`src/rtl/pt2d_divider.sv`:
```
// Restoring divider, one quotient bit per cycle, shared by the phase and offset divides.
module pt2d_divider #(
    parameter int NUM_W = 64,
    parameter int DEN_W = 40
) (
    input  logic             i_clk,
    input  logic             i_rst_n,
    input  logic             i_start,
    input  logic [NUM_W-1:0] i_num,
    input  logic [DEN_W-1:0] i_den,
    output logic             o_done,
    output logic [NUM_W-1:0] o_quot
);
    localparam int CNT_W = $clog2(NUM_W + 1);

    logic [NUM_W-1:0] r_quot;
    logic [DEN_W:0]   r_rem;
    logic [DEN_W-1:0] r_den;
    logic [CNT_W-1:0] r_cnt;
    logic             r_busy;
    logic             r_done;
    logic [DEN_W:0]   w_trial;
    logic [DEN_W:0]   w_sub;

    // one shift-and-subtract step
    assign w_trial = {r_rem[DEN_W-1:0], r_quot[NUM_W-1]};
    assign w_sub   = w_trial - {1'b0, r_den};

    always_ff @(posedge i_clk) begin
        if (!i_rst_n) begin
            r_busy <= 1'b0;
            r_done <= 1'b0;
            r_cnt  <= '0;
        end else begin
            r_done <= 1'b0;
            if (i_start) begin
                r_busy <= 1'b1;
                r_cnt  <= CNT_W'(NUM_W);
            end else if (r_busy) begin
                r_cnt <= r_cnt - 1'b1;
                if (r_cnt == CNT_W'(1)) begin
                    r_busy <= 1'b0;
                    r_done <= 1'b1;
                end
            end
        end
    end

    always_ff @(posedge i_clk) begin
        if (i_start) begin
            r_quot <= i_num;
            r_rem  <= '0;
            r_den  <= i_den;
        end else if (r_busy) begin
            if (!w_sub[DEN_W]) begin
                r_rem  <= w_sub;
                r_quot <= {r_quot[NUM_W-2:0], 1'b1};
            end else begin
                r_rem  <= w_trial;
                r_quot <= {r_quot[NUM_W-2:0], 1'b0};
            end
        end
    end

    assign o_done = r_done;
    assign o_quot = r_quot;
endmodule

```
`config.mk`:
```
export PLATFORM = sky130hd
export DESIGN_NAME = pt2d_divider
export DESIGN_NICKNAME = d
export VERILOG_FILES = /design/src/rtl/pt2d_divider.sv
export SDC_FILE = /design/constraint.sdc
export NUM_CORES = 1
export LEC_CHECK = 0
export BUFFER_PORTS_ARGS = -buffer_cell sky130_fd_sc_hd__buf_2
export CORE_UTILIZATION = 55
export CTS_BUF_LIST = sky130_fd_sc_hd__clkbuf_4
export CTS_CLUSTER_DIAMETER = 200
export DETAILED_ROUTE_END_ITERATION = 12
export GPL_ROUTABILITY_DRIVEN = 0
export PLACE_DENSITY = 0.9
export SETUP_SLACK_MARGIN = 0.4
export SLEW_MARGIN = 15
export SYNTH_ARGS = -nofsm -noshare
export SYNTH_HDL_FRONTEND = slang
export SYNTH_SLANG_ARGS = --single-unit
```
`constraint.sdc`:
```
create_clock -name i_clk -period 6.5 [get_ports i_clk]
set_input_delay 0.65 -clock i_clk [delete_from_list [all_inputs] [get_ports i_clk]]
set_output_delay 0.65 -clock i_clk [all_outputs]
set_load 0.01 [all_outputs]
```
# Word-level counts from Yosys, hierarchy flattened
# Index checks and enable logic that the tools add are counted.
# totals
register_bits	153
output_inout_bits	65
elab_cells	25
input_bits	107
# op_classes
eq_ne	1
addsub	2
bitwise_logic	2
reduce_logical	3
muxes	10
# ops
op	count
64-bit 2-to-1 mux	2
41-bit by 40-bit subtractor with 41-bit output	1
40-bit 2-to-1 mux	1
7-bit 2-to-1 mux	2
7-bit by 1-bit == test with 1-bit output (second input constant)	1
7-bit by 1-bit subtractor with 7-bit output (second input constant)	1
1-bit 2-to-1 mux	5
3-bit OR reduction	1
1-bit NOT	2
2-bit nonzero test	1
2-bit OR reduction	1

# Logic depth before layout (Yosys ltp)
# logic_depth
word_depth	4
ltp_mapped	15
depth_no_buf	13

# Least setup slack after synthesis
# OpenSTA, ideal clock, no wires.
# synth_path
path_type	reg-to-reg
startpoint	reg r_quot[63], in the netlist o_quot[63]
endpoint	reg r_rem[17]
path_stages_with_launch	16
path_buffers	2
path_slack_ps	3414
arrival_time_ps	2998
t_required_ps	6412
synth_period_minus_slack_ps	3086
setup_ps	88
path_cell_list	edfxtp_1 inv_1 ha_1 fa_1 nand2b_1 a21oi_2 o211ai_2 o21ai_1 a21oi_2 o211a_1 o21ai_2 xor2_1 buf_4 buf_6 nand2_1 a311oi_2
# synth_via
elab_chain_len	2
# synth_lines
element	line_no	text
from (decl)	16	logic [NUM_W-1:0] r_quot;
from (signal assigned)	51	r_quot <= i_num;
from (signal assigned)	57	r_quot <= {r_quot[NUM_W-2:0], 1'b1};
from (signal assigned)	60	r_quot <= {r_quot[NUM_W-2:0], 1'b0};
41-bit by 40-bit subtractor with 41-bit output	27	assign w_sub = w_trial - {1'b0, r_den};
40-bit 2-to-1 mux	55	if (!w_sub[DEN_W]) begin
to (signal assigned)	56	r_rem <= w_sub;
to (signal assigned)	59	r_rem <= w_trial;
to (decl)	17	logic [DEN_W:0] r_rem;
# No other way between the ends.
# A chain may end at the register's enable or synchronous reset.

# Final worst setup path
# layout_path
startpoint	reg r_quot[63], in the netlist o_quot[63]
endpoint	reg r_rem[2]
# The elaborated chain is that of the path after synthesis.

==> summary.txt <==
Drt
  • Mean routed wirelength per cell: 17.0 um
  • Drt initial violations: 558
  • Via density: 5.80
  • Final WL: 19700 um
  • Final ANT Viol Nets: 0
  • Vias: 6700
  • Pre-antenna DRT Iters: 5
  • Drc violations: 0

STA
  • Relative slew slack: 42.9%
  • Slew Limit Fails: 0
  • Fin crit period: 4070 ps
  • Top achievable clock speed: 246 MHz
  • Hold Vio Cnt, Final: 0
  • RSZ-0062 raised after global routing: no
  • Final period util: 62.7%
  • Worst Skew: 32.2 ps
  • Hold WS: 225 ps
  • Actual slew at the worst max-slew pin: 852 ps
  • Setup TNS: 0 ps
  • Setup violators final: 0

Logic synthesis
  • Compound-Gate Fraction of Synth Area: 16.3%
  • Post-synth EDFFs: 104
  • Adder-cell share of the synthesized area: 6.44%
  • Post-Synth Simple-Gate Area: 11.3%
  • Synth cell types: 67
  • Area leader, netlist: edfxtp_1
  • Seq cells post-synth: 153
  • Sequential area share after synthesis: 48.5%
  • Yosys top cell area share: 36.9%
  • Total number of yosys warnings: 0
  • FFs w/ async S/R, synth: 0%
  • XOR/XNOR Fraction of Synth Area: 4.23%
  • Syn Nets: 950
  • Area contributors post-synth: edfxtp_1 (37%), dfxtp_1 (12%), mux2_2 (8.4%)
  • Largest family of logic cells by synthesized area: compound AO/OA/AOI/OAI gates
  • Synthesized area per cell: 10.6 um^2
  • Cell Area, Synth: 0.00847 mm^2
  • Main synth FF type: edfxtp_1
  • Mux share of post-synthesis cell area: 8.73%
  • Synthesized instance count: 800

Floorplan
  • I/O pins: 172
  • Initial Utilization: 57.4%
  • Die X-Extent: 126 um
  • Core area: 0.0148 mm^2
  • Num rows: 44
  • Full die area: 0.0159 mm^2
  • Die height: 126 um

Clocking
  • Post-CTS Setup Inserts: 0
  • Root Buffer: clkbuf_4
  • Clock buffer depth: 2
  • H-tree Lvls: 4
  • CTS tree: built
  • Hold_buf cts: 0
  • Worst-skew pair later-pin latency: 590 ps
  • Clock slew at reported path FFs: 160 ps
  • Total CTS buffers: 17
  • # clock sinks: 153
  • Post-CTS resize count: 0

Place
  • Area after DPL: 0.00943 mm^2
  • Placed insts: 1122
  • Count of input and output buffers: 171
  • Hpwl dp: 14400 um

Power and ir drop
  • Power Density: 250 mW/mm^2
  • Logic pwr share: 27.2%
  • Worst VDD drop: 183 uV
  • Part of the power in registers: 49.6%
  • Internal Power: 1.59 mW
  • Static Leak: 4.12 nW
  • Switching Power: 0.829 mW
  • Clock share of power: 23.2%
  • Sw Share: 34.2%

Critical path
  • Max Fanout on Critical Path: 20
  • Critical path endpoint category: register
  • Critical Path AT: 4560 ps
  • Critical path data required time: 6990 ps
  • Crit Reg-Reg Startpoint: o_quot[63]$_DFFE_PP_
  • Critical Setup Path Class: register to register
  • Capturing point of the worst reg2reg path: r_rem[2]$_SDFFE_PP0P_
  • Reg2reg setup slack: 2430 ps
  • Reg2reg path depth: 14
  • Startpoint Class: register

Status
  • Run status: finished clean

Hold path
  • WHS Endpoint: r_den[1]$_DFFE_PP_
  • Min-delay worst type: primary input to register
  • Min-delay src: i_den[1]
  • Hold path depth: 1

Cells and area
  • Post-Layout Cell Count: 1155
  • Final non-filler cell area: 0.00970 mm^2
  • Layout area overhead: 14.5%
  • Most common cell after layout, fill and taps aside: buf_2
  • Share of cells above drive strength 1: 30.6%
  • Most frequent cells in the layout: buf_2 (170), edfxtp_1 (104), nand2_1 (91)
  • Layout Nets: 1107
  • Final core utilization: 65.7%

Global routing
  • First-pass GRT wire length: 31100 um
  • Largest net degree at the start of global routing: 80
  • Initial antenna violation count: 1
  • Total global-route track usage: 25.2%
  • Gr ovfl total: 0
  • Vias in the first global route: 6505

Run
  • Max Cap Viol: 0
==> per-stage QoR <==
stage | setup slack, ps | total power [mW]
6_report | 2430 | 2.42
5_1_grt | 2150 | 2.55
4_1_cts | 2460 | 2.43
3_5_place_dp | 2490 | 1.87
3_3_place_gp | 2610 | 1.85
2_1_floorplan | 3410 | 1.69
==> critical path, stage by stage (launching register included) <==
cell      delay [ps]
edfxtp_1         380
inv_1             60
ha_1             220
fa_1             370
nand2b_1         200
a21oi_2          200
o211ai_2         170
o21ai_1          250
a21oi_2          110
o211a_1          240
o21ai_2          240
xor2_2           710
buf_4            410
nand3_1          110
a311oi_1         300
==> power groups by stage <==
stage	Sequential [mW]	Clock (mW)	Combinational, mW
finish	1.20	0.563	0.658
global route	1.21	0.612	0.726
CTS	1.20	0.575	0.656
detailed placement	1.22	0	0.652
global placement	1.22	0	0.633
floorplan	1.23	0	0.461
==> layer usage <==
layer	part of all wire, %	wire, um	track usage [%]
met1	40	7870	29.0
met2	49	9640	43.5
met3	8.1	1600	7.77
met4	2.9	562	10.4
met5	0	0	0
==> cell type report <==
| cell class | count | area (um^2) |
|---|---|---|
| fill | 1163 | 5060 |
| sequential | 153 | 4110 |
| clock inverter | 14 | 126 |
| inverter | 55 | 206 |
| clock buffer | 18 | 135 |
| multi-input combinational | 554 | 3990 |
| antenna | 1 | 2.50 |
| tap | 184 | 230 |
| timing repair buffer | 176 | 900 |
==> synth_stat cells (all sizes together) (5+ instances only) <==
cell type	number
nor2	61
o31ai	5
ha	42
nand2b	7
nor2b	6
buf	9
o21ai	31
nand2	93
a31oi	6
inv	55
a21o	14
nand3	11
xnor2	25
dfxtp	49
edfxtp	104
clkbuf	29
xor2	15
a211oi	10
nor3	13
o21a	5
and3	5
a311oi	29
o211ai	7
mux2	63
nand4	6
a21oi	51
==> state kept, by name, indices dropped and copies added, names as in the netlist <==
register  cells
o_done        1
o_quot       64
r_busy        1
r_cnt         7
r_den        40
r_rem        40
==> worst max-delay path by stage <==
| stage | start | end | slack (ps) | depth (start not counted) |
|---|---|---|---|---|
| 6_report | o_quot[63]$_DFFE_PP_ | r_rem[2]$_SDFFE_PP0P_ | 2430 | 14 |
| 5_1_grt | o_quot[63]$_DFFE_PP_ | r_rem[4]$_SDFFE_PP0P_ | 2150 | 14 |
| 4_1_cts | o_quot[63]$_DFFE_PP_ | r_rem[2]$_SDFFE_PP0P_ | 2460 | 14 |
| 3_5_place_dp | o_quot[63]$_DFFE_PP_ | r_rem[2]$_SDFFE_PP0P_ | 2490 | 14 |
| 3_3_place_gp | o_quot[63]$_DFFE_PP_ | r_rem[19]$_SDFFE_PP0P_ | 2610 | 14 |
| 2_1_floorplan | o_quot[63]$_DFFE_PP_ | r_rem[17]$_SDFFE_PP0P_ | 3410 | 15 |
==> kinds of logic after synthesis <==
kind of cell | Yosys count
AOI/OAI and AO/OA | 188
xor gates and xnor gates | 40
adders and majority gates | 43
buffers and inverters | 93
DFF | 153
muxes | 66
and+or+nand+nor | 217
Note: power is estimated with default switching activity, not from simulation.
